===== src/sv/rgbc_pkg.sv =====
`default_nettype none
package rgbc_pkg;

  localparam int MAX_WIDTH   = 2048;
  localparam int MAX_HEIGHT  = 2048;
  localparam int KERNEL_SIZE = 5;
  localparam int HALF        = KERNEL_SIZE / 2;
  localparam int TAPS        = KERNEL_SIZE * KERNEL_SIZE;
  localparam int LINES       = KERNEL_SIZE - 1;
  localparam int COL_W       = $clog2(MAX_WIDTH);
  localparam int BANK_W      = $clog2(LINES);
  localparam int TAP_W       = $clog2(TAPS);
  localparam int ROW_W       = 13;
  localparam int SIZE_W      = 12;
  localparam int CFG_DATA_W  = 56;
  localparam int CFG_IDX_W   = 3;
  localparam int ACC_W       = 21;
  localparam int SCALE_W     = 24;
  localparam int BIAS_W      = 17;
  localparam int PROD_W      = ACC_W + SCALE_W;
  localparam int TOTAL_W     = PROD_W + 1;
  localparam int COEF_ALL_W  = TAPS * 8;

  localparam logic [CFG_IDX_W-1:0] REG_COEF0  = 3'd0;
  localparam logic [CFG_IDX_W-1:0] REG_COEF1  = 3'd1;
  localparam logic [CFG_IDX_W-1:0] REG_COEF2  = 3'd2;
  localparam logic [CFG_IDX_W-1:0] REG_COEF3  = 3'd3;
  localparam logic [CFG_IDX_W-1:0] REG_SCALE  = 3'd4;
  localparam logic [CFG_IDX_W-1:0] REG_BIAS   = 3'd5;
  localparam logic [CFG_IDX_W-1:0] REG_WIDTH  = 3'd6;
  localparam logic [CFG_IDX_W-1:0] REG_HEIGHT = 3'd7;

  typedef logic [23:0] pixel_t;

  typedef struct packed {
    logic             load;
    logic             update;
    logic             mac_clr;
    logic             mac_en;
    logic [TAP_W-1:0] tap;
    logic             scale_en;
    logic             emit;
  } cmd_t;

  typedef struct packed {
    logic drop;
    logic result;
    logic border;
    logic out_busy;
  } sts_t;

endpackage
`default_nettype wire


===== src/sv/rgbc_ctrl.sv =====
`default_nettype none
module rgbc_ctrl (
  input  logic          clk,
  input  logic          rst_n,
  input  logic          in_valid,
  output logic          in_ready,
  input  rgbc_pkg::sts_t sts,
  output rgbc_pkg::cmd_t cmd
);
  import rgbc_pkg::*;

  typedef enum logic [2:0] {S_IDLE, S_UPDATE, S_MAC, S_SCALE, S_EMIT} state_t;

  state_t           state_r, state_nxt;
  logic [TAP_W-1:0] tap_r, tap_nxt;

  always_comb begin
    state_nxt = state_r;
    tap_nxt   = tap_r;
    in_ready  = 1'b0;
    cmd       = '0;
    cmd.tap   = tap_r;
    unique case (state_r)
      S_IDLE: begin
        in_ready = 1'b1;
        if (in_valid && !sts.drop) begin
          cmd.load  = 1'b1;
          state_nxt = S_UPDATE;
        end
      end
      S_UPDATE: begin
        cmd.update  = 1'b1;
        cmd.mac_clr = 1'b1;
        tap_nxt     = '0;
        if (!sts.result) state_nxt = S_IDLE;
        else if (sts.border) state_nxt = S_EMIT;
        else state_nxt = S_MAC;
      end
      S_MAC: begin
        cmd.mac_en = 1'b1;
        tap_nxt    = tap_r + 1'b1;
        if (tap_r == TAP_W'(TAPS - 1)) state_nxt = S_SCALE;
      end
      S_SCALE: begin
        cmd.scale_en = 1'b1;
        state_nxt    = S_EMIT;
      end
      S_EMIT: begin
        if (!sts.out_busy) begin
          cmd.emit  = 1'b1;
          state_nxt = S_IDLE;
        end
      end
      default: state_nxt = S_IDLE;
    endcase
  end

  always_ff @(posedge clk) begin
    if (!rst_n) begin
      state_r <= S_IDLE;
      tap_r   <= '0;
    end else begin
      state_r <= state_nxt;
      tap_r   <= tap_nxt;
    end
  end

endmodule
`default_nettype wire


===== config.mk =====
export PLATFORM = sky130hd
export DESIGN_NAME = rgbc_ctrl
export DESIGN_NICKNAME = d
export VERILOG_FILES = /design/src/sv/rgbc_pkg.sv /design/src/sv/rgbc_ctrl.sv
export SDC_FILE = /design/constraint.sdc
export NUM_CORES = 1
export LEC_CHECK = 0
export BUFFER_PORTS_ARGS = -buffer_cell sky130_fd_sc_hd__buf_2
export CAP_MARGIN = 25
export CORE_MARGIN = 3
export CORE_UTILIZATION = 30
export DETAILED_ROUTE_END_ITERATION = 8
export SLEW_MARGIN = 20
export SYNTH_ARGS = -nofsm -noshare
export SYNTH_HDL_FRONTEND = slang
export SYNTH_SLANG_ARGS = --single-unit

===== constraint.sdc =====
create_clock -name clk -period 1.31 [get_ports clk]
set_clock_uncertainty 0.1 [all_clocks]
set_input_delay 0.0655 -clock clk [delete_from_list [all_inputs] [get_ports clk]]
set_output_delay 0.0655 -clock clk [all_outputs]
set_load 0.02 [all_outputs]

==> results of run 1 <==
==> tightest hold or removal path, stage by stage <==
cell and delay [ns]:
sky130_fd_sc_hd__buf_2 0.11, sky130_fd_sc_hd__nand4_1 0.08, sky130_fd_sc_hd__a21boi_0 0.07
==> flip-flops by register name, indices dropped and copies added, names as in the netlist <==
| register | count |
|---|---|
| tap_r | 5 |
| state_r | 3 |
==> per-layer routing <==
metal / vias up / GRT usage [%] / wire [µm]
met5: - / 0 / 0
met4: 0 / 8.52 / 31
met3: 5 / 3.52 / 62
met2: 14 / 20.6 / 568
met1: 223 / 15.5 / 586
li1: 260 / - / -
==> timing repair <==
action,CTS,global route
cloned,0,0
endpoints found under the hold margin,0,0
endpoints found under the setup margin,7,11
pin swaps,4,4
setup buffers,4,1
resized for setup,18,2
hold buffers,0,0
==> report_power, final <==
group	leakage (nW)	internal [W]	switching [W]
clock	0.0138	0.000105	0.0000857
combinational	0.263	0.0000483	0.0000465
sequential	0.0663	0.000246	0.00000396
==> cell type report <==
class / instances / area share (%)
repair buffers: 28 / 28.7
multi-input cells: 41 / 41.2
well taps: 15 / 2.50
clock buffers: 3 / 3.00
flip-flops and latches: 8 / 22.2
inverters: 5 / 2.50
==> kinds of logic (layout without fill, tap and decap cells) <==
| logic type | Yosys count | in the layout | share of synthesized area (%) |
|---|---|---|---|
| AO/OA/AOI/OAI | 10 | 10 | 11.5 |
| adder cells (fa/ha/maj) | 2 | 2 | 5.13 |
| buffers and inverters | 9 | 36 | 8.21 |
| flip-flops | 8 | 8 | 32.8 |
| multiplexers | 2 | 2 | 4.10 |
| AND/OR/NAND/NOR | 27 | 27 | 38.2 |
==> through the flow <==
stage,setup WS [ns],hold WS (ns)
global placement,0.0515,0.285
finish,-0.0651,0.0178
global route,-0.106,0.0350
detailed placement,0.0527,0.291
CTS,-0.0816,0.0134
floorplan,-0.00744,0.0841
==> worst paths after layout <==
| path | to | start | slack [ns] | cells after the start |
|---|---|---|---|---|
| worst min-delay path | state_r[2] | sts[0] | 0.02 | 3 |
| worst max-delay path | cmd[8] | state_r[0] | -0.07 | 3 |
| worst min register to register | tap_r[4] | tap_r[4] | 0.40 | 2 |
| worst max register to register | state_r[1] | state_r[0] | -0.01 | 4 |
==> layout by cell type, fill, tap and decap left out, types with 2 or more instances in the layout <==
| master | Yosys | layout |
|---|---|---|
| sky130_fd_sc_hd__nand4_1 | 3 | 3 |
| sky130_fd_sc_hd__ha_1 | 2 | 2 |
| sky130_fd_sc_hd__nand2b_1 | 4 | 4 |
| sky130_fd_sc_hd__mux2i_1 | 2 | 2 |
| sky130_fd_sc_hd__buf_2 | 2 | 12 |
| sky130_fd_sc_hd__dfxtp_1 | 8 | 5 |
| sky130_fd_sc_hd__buf_6 | 0 | 6 |
| sky130_fd_sc_hd__buf_4 | 1 | 9 |
| sky130_fd_sc_hd__o21ai_1 | 0 | 2 |
| sky130_fd_sc_hd__nand2_1 | 4 | 4 |
| sky130_fd_sc_hd__clkbuf_4 | 0 | 3 |
| sky130_fd_sc_hd__nand3_1 | 4 | 4 |
| sky130_fd_sc_hd__a21oi_1 | 4 | 4 |
| sky130_fd_sc_hd__inv_1 | 5 | 4 |
| sky130_fd_sc_hd__dfxtp_2 | 0 | 2 |
==> results.sh, run 1 <==
export IMPL_postPlaceCellArea_um2=638
export IMPL_nNetsFinal=96
export IMPL_status="finished with violations"
export IMPL_num_cts_buffers=3
export IMPL_floorplan_initialDensity_pct=34.5
export IMPL_grt_max_degree=13
export IMPL_ys_flop_type="sky130_fd_sc_hd__dfxtp_1"
export IMPL_ys_seq_area_share_pct=32.8
export IMPL_master_cell_of_the_clock_root_buffer="sky130_fd_sc_hd__clkbuf_4"
export IMPL_area_growth_pct=53.8
export IMPL_dieArea_um2=2150
export IMPL_post_drt_via_cell_ratio=5.02
export IMPL_yosysTopAreaCellShare_pct=32.8
export IMPL_top_level_ports=19
export IMPL_period_minus_slack_ns=1.38
export IMPL_die_height_um=46.3
export IMPL_timing_hold_violations_final=0
export IMPL_buffer_ports_inserted=18
export IMPL_synth_top_cells_by_count="sky130_fd_sc_hd__dfxtp_1, sky130_fd_sc_hd__inv_1"
export IMPL_clock_sink_count=8
export IMPL_worst_hold_path_type="in2reg"
export IMPL_worst_tran_pin_value_ns=0.211
export IMPL_drt_antenna_violating_nets=0
export IMPL_yosys_warnings=0
export IMPL_totalPowerFinal_w=0.000535
export IMPL_finalInstanceArea_um2=751
export IMPL_hpwlAfterDp_um=888
export IMPL_multi_input_area_um2=309
export IMPL_finalMaxSlewViolations=0
export IMPL_die_width_um=46.3
export IMPL_cp_start_kind="flop"
export IMPL_first_global_vias=471
export IMPL_number_of_different_library_cells_in_the_post_synthesis_netlist=27
export IMPL_leakagePower_nw=0.344
export IMPL_route_vias_total=502
export IMPL_avgRoutedWirePerCell_um=12.5
export IMPL_postSynthRegisterBits=8
export IMPL_setup_worst_path_end_class="output pin"
export IMPL_place_gp_congestion=0.714
export IMPL_violations="setup timing"
export IMPL_synthesis_area_per_instance_um2=8.41
export IMPL_ir_worst_vdd_mv=0.523
export IMPL_crit_family="simple AND/OR/NAND/NOR gates"
export IMPL_drive_gt1_share_pct=48.2
export IMPL_crit_path_max_incr_delay_ns=0.40
export IMPL_cp_num_buf_inv=2
export IMPL_area_sequential_um2=166
export IMPL_required_ns=1.14
export IMPL_cp_cell_sequence="or3b_4, inv_2, buf_6"
export IMPL_grt_antenna_before_repair=0
export IMPL_cts_reportedPaths_clkPinSlew_ns=0.05
export IMPL_tritonroute_pass_1_iters=2
export IMPL_path_class="reg2out"
export IMPL_drt_iter0_drc=7
export IMPL_layout_setup_ws_ns=-0.0651
export IMPL_post_synth_main_area_contributors="sky130_fd_sc_hd__dfxtp_1, sky130_fd_sc_hd__ha_1, sky130_fd_sc_hd__nand2b_1"
export IMPL_critical_path_max_fanout=3
export IMPL_drc=0
export IMPL_insertion_delay_ns=0.25
export IMPL_post_layout_nonfiller_instances=100
export IMPL_rsz0062_at_grt="true"
export IMPL_dp_cells=92
export IMPL_postLayoutCoreUtil_pct=53.1
export IMPL_globalRouteTotalUtil_pct=13.2
export IMPL_power_per_cell_area_nw_per_um2=713
export IMPL_layout_filler_cells=132
export IMPL_yosysMostFrequentCell="sky130_fd_sc_hd__dfxtp_1"
export IMPL_clock_tree_buffer_depth=2
export IMPL_final_setup_viol_count=7
export IMPL_antenna_cells=0
export IMPL_synth_edf_count=0
export IMPL_maxCapViolCount=0
export IMPL_crit_path_top_delay_cell="sky130_fd_sc_hd__or3b_4"
export IMPL_slew_headroom_pct=85.7
export IMPL_synth_async_sr_flop_share_pct=0
export IMPL_drt_total_wl_um=1250
export IMPL_num_rows=13
export IMPL_worstPathArrival_ns=1.21
export IMPL_fmaxAchievable_mhz=727
export IMPL_tritoncts="done"
export IMPL_synth_cell_area_um2=488
export IMPL_grt_first_pass_wirelength_um=1990
export IMPL_synth_fp_nets=67
export IMPL_finalSetupTns_ns=-0.249
export IMPL_global_route_overflow_total=0
export IMPL_final_period_utilization_pct=105
export IMPL_synthDominantAreaCellType="sky130_fd_sc_hd__dfxtp_1"
export IMPL_standard_cell_core_area_um2=1420
export IMPL_synth_cells=58
export IMPL_htree_num_levels=1
(Power assumes the default switching activity.)
==> run 2: changes to the inputs <==
--- a/config.mk
+++ b/config.mk
@@ -5,11 +5,13 @@
 export SDC_FILE = /design/constraint.sdc
 export NUM_CORES = 1
 export LEC_CHECK = 0
+export ABC_AREA = 1
 export BUFFER_PORTS_ARGS = -buffer_cell sky130_fd_sc_hd__buf_2
 export CAP_MARGIN = 25
 export CORE_MARGIN = 3
 export CORE_UTILIZATION = 30
 export DETAILED_ROUTE_END_ITERATION = 8
+export MAX_ROUTING_LAYER = met4
 export SLEW_MARGIN = 20
 export SYNTH_ARGS = -nofsm -noshare
 export SYNTH_HDL_FRONTEND = slang
==> constraint.sdc (replaced) <==
create_clock -name clk -period 1.31 [get_ports clk]
set_clock_uncertainty 0.1 [all_clocks]
set_input_delay 0.3275 -clock clk [delete_from_list [all_inputs] [get_ports clk]]
set_output_delay 0.3275 -clock clk [all_outputs]
set_load 0.02 [all_outputs]
==> results.sh, run 2 <==
export IMPL_power_net_switching_w=0.000202
export IMPL_post_synth_mux_area_share_pct=0
export IMPL_leakagePower_nw=0.351
export IMPL_layout_filler_cells=137
export IMPL_ys_seq_area_share_pct=33.9
export IMPL_globalRouteTotalUtil_pct=13.1
export IMPL_finalSetupTns_ns=-1.02
export IMPL_largest_registers_ranked_by_flip_flop_count="tap_r: 5 flops, state_r: 3 flops"
export IMPL_cp_start_kind="flop"
export IMPL_status="finished with violations"
export IMPL_netSwitchingFraction_pct=31.5
export IMPL_yosys_warnings=0
export IMPL_yosysTopAreaCellShare_pct=33.9
export IMPL_p_clk_share_pct=28.8
export IMPL_top_level_ports=19
export IMPL_path_class="reg2out"
export IMPL_yosysMostFrequentCell="sky130_fd_sc_hd__nand2_1"
export IMPL_floorplan_initialDensity_pct=34.2
export IMPL_htree_num_levels=1
export IMPL_finalMaxSlewViolations=0
export IMPL_final_period_utilization_pct=113
export IMPL_grt_antenna_before_repair=0
export IMPL_drt_total_wl_um=1140
export IMPL_synthesis_area_per_instance_um2=6.57
export IMPL_adder_and_majority_gate_portion_of_the_synthesized_area_pct=5.29
export IMPL_worst_hold_path_type="in2reg"
export IMPL_period_minus_slack_ns=1.48
export IMPL_required_ns=0.88
export IMPL_fmaxAchievable_mhz=674
export IMPL_nNetsFinal=110
export IMPL_drt_antenna_violating_nets=0
export IMPL_tritoncts="done"
export IMPL_clock_tree_buffer_depth=2
export IMPL_die_height_um=45.7
export IMPL_drc=0
export IMPL_maxCapViolCount=0
export IMPL_max_ffs_per_register=5
export IMPL_first_global_vias=451
export IMPL_buffer_ports_inserted=18
export IMPL_die_width_um=45.7
export IMPL_slew_headroom_pct=87.8
export IMPL_layout_setup_ws_ns=-0.173
export IMPL_master_cell_of_the_clock_root_buffer="sky130_fd_sc_hd__clkbuf_4"
export IMPL_timing_critical_path_from="state_r[0]"
export IMPL_critical_path_max_fanout=5
export IMPL_place_gp_congestion=0.833
export IMPL_totalPowerFinal_w=0.000642
export IMPL_num_rows=13
export IMPL_worstPathArrival_ns=1.06
export IMPL_number_of_different_library_cells_in_the_post_synthesis_netlist=19
export IMPL_internal_power_w=0.000439
export IMPL_synth_cells=72
export IMPL_post_drt_via_cell_ratio=4.58
export IMPL_drt_iter0_drc=5
export IMPL_rsz0062_at_grt="true"
export IMPL_sequentialPowerShare_pct=41.6
export IMPL_area_fraction_in_compound_gates_after_synthesis_pct=8.47
export IMPL_final_common_cell="sky130_fd_sc_hd__nand2_1"
export IMPL_synth_top_cells_by_count="sky130_fd_sc_hd__nand2_1, sky130_fd_sc_hd__nor2_1, sky130_fd_sc_hd__inv_1"
export IMPL_synth_xor_area_share_pct=0
export IMPL_dp_worst_setup_slack_ns=0.0183
export IMPL_avgRoutedWirePerCell_um=10.0
export IMPL_postCtsSetupRepairBufs=0
export IMPL_route_vias_total=522
export IMPL_grt_max_degree=7
export IMPL_antenna_cells=0
export IMPL_timing_hold_violations_final=0
export IMPL_hp_start="rst_n"
export IMPL_power_frac_comb_pct=29.6
export IMPL_standard_cell_core_area_um2=1380
export IMPL_combinational_family_with_the_most_area_after_synthesis="simple AND/OR/NAND/NOR gates"
export IMPL_worst_tran_pin_value_ns=0.181
export IMPL_dieArea_um2=2090
export IMPL_global_route_overflow_total=0
export IMPL_rrSetupSlack_ns=0.10
export IMPL_synthDominantAreaCellType="sky130_fd_sc_hd__dfxtp_1"
export IMPL_setup_worst_path_end_class="output pin"
export IMPL_hpwlAfterDp_um=849
export IMPL_power_per_cell_area_nw_per_um2=849
export IMPL_clock_sink_count=8
export IMPL_synth_async_sr_flop_share_pct=0
export IMPL_synth_simple_area_share_pct=41.3
export IMPL_tritonroute_pass_1_iters=4
export IMPL_area_growth_pct=59.8
export IMPL_synth_cell_area_um2=473
export IMPL_regMostFlops="tap_r"
export IMPL_num_cts_buffers=3
export IMPL_post_synth_main_area_contributors="sky130_fd_sc_hd__dfxtp_1, sky130_fd_sc_hd__nand2_1, sky130_fd_sc_hd__nor2_1"
export IMPL_final_setup_viol_count=7
export IMPL_drive_gt1_share_pct=47.5
export IMPL_ir_worst_vdd_mv=0.403
export IMPL_ys_flop_type="sky130_fd_sc_hd__dfxtp_1"
export IMPL_top_library_cells_by_usage_in_the_layout_fill_and_taps_aside="sky130_fd_sc_hd__nand2_1, sky130_fd_sc_hd__buf_2, sky130_fd_sc_hd__nor2_1"
export IMPL_grt_first_pass_wirelength_um=1880
export IMPL_cts_reportedPaths_clkPinSlew_ns=0.05
export IMPL_synth_fp_nets=81
export IMPL_violations="setup timing"
export IMPL_postSynthRegisterBits=8
export IMPL_synth_edf_count=0
export IMPL_critical_path_reg2reg_startpoint="state_r[2]"
export IMPL_insertion_delay_ns=0.25
export IMPL_cts_hold_fix_buffers=0
-- run 2: cell count changes after synthesis, moves of 3 or more --
cell                       previous run  this run
sky130_fd_sc_hd__inv_1                5         9
sky130_fd_sc_hd__nand2_1              4        16
sky130_fd_sc_hd__nand2b_1             4         0
sky130_fd_sc_hd__inv_2                0         3
sky130_fd_sc_hd__nand2_2              0         3
sky130_fd_sc_hd__nor2_1               1        12
-- run 2: metal layers --
metal | vias up | GRT usage, % | share of wire (%)
li1 | 283 | - | -
met3 | 4 | 3.56 | 6.2
met5 | - | - | 0
met4 | 0 | 6.82 | 1.3
met2 | 15 | 19.8 | 46
met1 | 220 | 15.7 | 47
-- run 2: repair_timing --
item,CTS,global route
gates resized for setup,17,13
endpoints found under the setup margin,8,9
pin swaps,3,1
-- run 2: cell families (layout without fill, tap and decap cells) --
group / Yosys count / count (layout)
DFF: 8 / 8
AOI/OAI and AO/OA: 8 / 8
buffers and inverters: 13 / 40
and+or+nand+nor: 41 / 41
adders and majority gates: 2 / 2
-- run 2: path summary, 6_finish.rpt --
path	cells after the start	endpoint
hold / removal	3	tap_r[4]
hold reg to reg	2	tap_r[2]
setup / recovery	3	cmd[1]
setup reg to reg	7	tap_r[3]
-- run 2: area by class of cell --
type	count	area, µm²	area share (%)
clock buffer	3	22.5	2.98
sequential	8	171	22.7
tap	15	18.8	2.48
multi-input combinational	51	314	41.6
inverter	12	52.6	6.95
timing repair buffer	25	176	23.3
-- run 2: worst max-delay path, cell delays in order, from the launching register on --
cell                      delay (ns)
sky130_fd_sc_hd__dfxtp_4        0.40
sky130_fd_sc_hd__inv_6          0.06
sky130_fd_sc_hd__nor3_4         0.20
sky130_fd_sc_hd__buf_6          0.14
-- run 2: stage by stage --
step | hold WS, ns | std cells | util, % | area (µm²)
CTS | 0.237 | 114 | 51.0 | 704
global placement | 0.412 | 111 | 46.2 | 638
floorplan | 0.348 | 72 | - | 484
finish | 0.244 | 114 | 54.7 | 756
detailed placement | 0.417 | 111 | 46.2 | 638
global route | 0.255 | 114 | 54.7 | 756
-- run 2: power by group through the flow --
stage                     sequential (W)  combinational, W  clock (W)
after CTS                       0.000264          0.000167   0.000196
final                           0.000267          0.000190   0.000185
after global placement          0.000265          0.000151          0
after global routing            0.000268          0.000207   0.000206
after floorplan                 0.000268         0.0000933          0
after detailed placement        0.000265          0.000150          0
==> run 3: changes to the inputs <==
--- a/config.mk
+++ b/config.mk
@@ -12,6 +12,7 @@
 export CORE_UTILIZATION = 30
 export DETAILED_ROUTE_END_ITERATION = 8
 export MAX_ROUTING_LAYER = met4
+export PLACE_DENSITY = 0.61
 export SLEW_MARGIN = 20
 export SYNTH_ARGS = -nofsm -noshare
 export SYNTH_HDL_FRONTEND = slang
==> results.sh, run 3 (same netlist as run 2, synthesis figures left out) <==
export IMPL_status="finished with violations"
export IMPL_violations="setup timing"
export IMPL_post_layout_nonfiller_instances=114
export IMPL_clock_tree_buffer_depth=2
export IMPL_route_vias_total=520
export IMPL_rsz0062_at_grt="true"
export IMPL_hp_start="rst_n"
export IMPL_drive_gt1_share_pct=49.5
export IMPL_finalMaxSlewViolations=0
export IMPL_die_height_um=45.7
export IMPL_power_frac_comb_pct=26.8
export IMPL_nNetsFinal=110
export IMPL_antenna_cells=0
export IMPL_totalPowerFinal_w=0.000616
export IMPL_global_route_overflow_total=0
export IMPL_cts_hold_fix_buffers=0
export IMPL_ff2ff_path_depth=7
export IMPL_drc=0
export IMPL_cell_depth_of_the_worst_hold_path=3
export IMPL_rrSetupSlack_ns=0.09
export IMPL_tritonroute_pass_1_iters=4
export IMPL_grt_max_degree=7
export IMPL_worst_hold_path_type="in2reg"
export IMPL_drt_antenna_violating_nets=0
export IMPL_dp_worst_setup_slack_ns=0.0329
export IMPL_htree_num_levels=1
export IMPL_grt_antenna_before_repair=0
export IMPL_power_net_switching_w=0.000188
export IMPL_power_per_cell_area_nw_per_um2=861
export IMPL_standard_cell_core_area_um2=1380
export IMPL_p_clk_share_pct=30.4
export IMPL_largest_registers_ranked_by_flip_flop_count="tap_r: 5 flops, state_r: 3 flops"
export IMPL_regMostFlops="tap_r"
export IMPL_dieArea_um2=2090
export IMPL_slew_headroom_pct=87.2
export IMPL_tritoncts="done"
export IMPL_layout_setup_ws_ns=-0.161
export IMPL_setup_worst_path_end_class="output pin"
export IMPL_worstPathArrival_ns=1.04
export IMPL_drt_iter0_drc=5
export IMPL_drt_total_wl_um=1110
export IMPL_insertion_delay_ns=0.25
export IMPL_cp_start_kind="flop"
export IMPL_final_period_utilization_pct=112
export IMPL_worstReg2RegEnd="tap_r[3]"
export IMPL_maxCapViolCount=0
export IMPL_top_library_cells_by_usage_in_the_layout_fill_and_taps_aside="sky130_fd_sc_hd__nand2_1, sky130_fd_sc_hd__buf_2, sky130_fd_sc_hd__nor2_1"
export IMPL_path_class="reg2out"
export IMPL_floorplan_initialDensity_pct=34.2
export IMPL_first_global_vias=497
export IMPL_master_cell_of_the_clock_root_buffer="sky130_fd_sc_hd__clkbuf_4"
export IMPL_num_rows=13
export IMPL_post_drt_via_cell_ratio=4.56
export IMPL_dp_cells=110
export IMPL_top_level_ports=19
export IMPL_cts_reportedPaths_clkPinSlew_ns=0.06
export IMPL_clock_sink_count=8
export IMPL_buffer_ports_inserted=18
export IMPL_worst_tran_pin_value_ns=0.190
export IMPL_avgRoutedWirePerCell_um=9.72
export IMPL_timing_hold_worst_endpoint="tap_r[4]"
export IMPL_final_setup_viol_count=7
export IMPL_critical_path_reg2reg_startpoint="state_r[2]"
export IMPL_area_growth_pct=51.3
export IMPL_final_common_cell="sky130_fd_sc_hd__nand2_1"
export IMPL_die_width_um=45.7
export IMPL_leakagePower_nw=0.343
export IMPL_fmaxAchievable_mhz=680
export IMPL_internal_power_w=0.000428
export IMPL_finalSetupTns_ns=-0.860
export IMPL_num_cts_buffers=3
export IMPL_critical_path_max_fanout=3
export IMPL_required_ns=0.88
export IMPL_max_ffs_per_register=5
export IMPL_globalRouteTotalUtil_pct=12.3
export IMPL_place_gp_congestion=0.804
export IMPL_ir_worst_vdd_mv=0.483
export IMPL_hpwlAfterDp_um=879
export IMPL_timing_hold_violations_final=0
export IMPL_sequentialPowerShare_pct=42.9
export IMPL_period_minus_slack_ns=1.47
export IMPL_postLayoutCoreUtil_pct=51.8
export IMPL_grt_first_pass_wirelength_um=1810
export IMPL_netSwitchingFraction_pct=30.5
## run 3: critical path, stage by stage, from the launching register on
cell and delay, ns:
sky130_fd_sc_hd__dfxtp_4 0.36, sky130_fd_sc_hd__nor4_2 0.24, sky130_fd_sc_hd__buf_2 0.20
## run 3: power groups by stage
stage	combinational, W	sequential [W]	clock (W)
after floorplan	0.0000933	0.000268	0
after global placement	0.000147	0.000266	0
after detailed placement	0.000148	0.000266	0
after CTS	0.000159	0.000264	0.000200
after global routing	0.000180	0.000266	0.000206
final	0.000165	0.000264	0.000187
## run 3: how the worst max path moves through the flow
stage / from / end / slack [ns] / cells after the start
3_5_place_dp: sts[3] / cmd[10] / 0.03 / 5
5_1_grt: state_r[1] / cmd[10] / -0.18 / 3
6_report: state_r[1] / cmd[0] / -0.16 / 2
2_1_floorplan: state_r[2] / cmd[0] / -0.03 / 2
3_3_place_gp: sts[3] / cmd[10] / 0.06 / 5
4_1_cts: state_r[1] / cmd[0] / -0.18 / 2
## run 3: per-stage QoR
step                      cell area (µm²)  hold WS, ns
after floorplan                       484        0.348
after global placement                631        0.404
after detailed placement              631        0.396
after CTS                             686        0.226
after global routing                  716        0.247
final                                 716        0.242
## run 3: final cells by class
class	instances	area, µm²
Clock buffer	3	22.5
Multi-Input combinational cell	51	283
Inverter	12	50.0
Tap cell	15	18.8
Fill cell	150	667
Sequential cell	8	173
Timing Repair Buffer	25	169
## run 3: per-layer routing
layer / vias to the layer above / track usage, % / share of wire [%]
li1: 279 / - / -
met2: 14 / 20.9 / 49
met5: - / - / 0
met4: 0 / 6.82 / 1.5
met3: 4 / 2.37 / 6.3
met1: 223 / 13.4 / 43
## run 3: timing repair
| action | 4_1_cts | 5_1_grt |
|---|---|---|
| gates resized for setup | 14 | 10 |
| setup buffers | 0 | 1 |
| setup endpoints to repair | 7 | 11 |
| pin swaps | 2 | 1 |
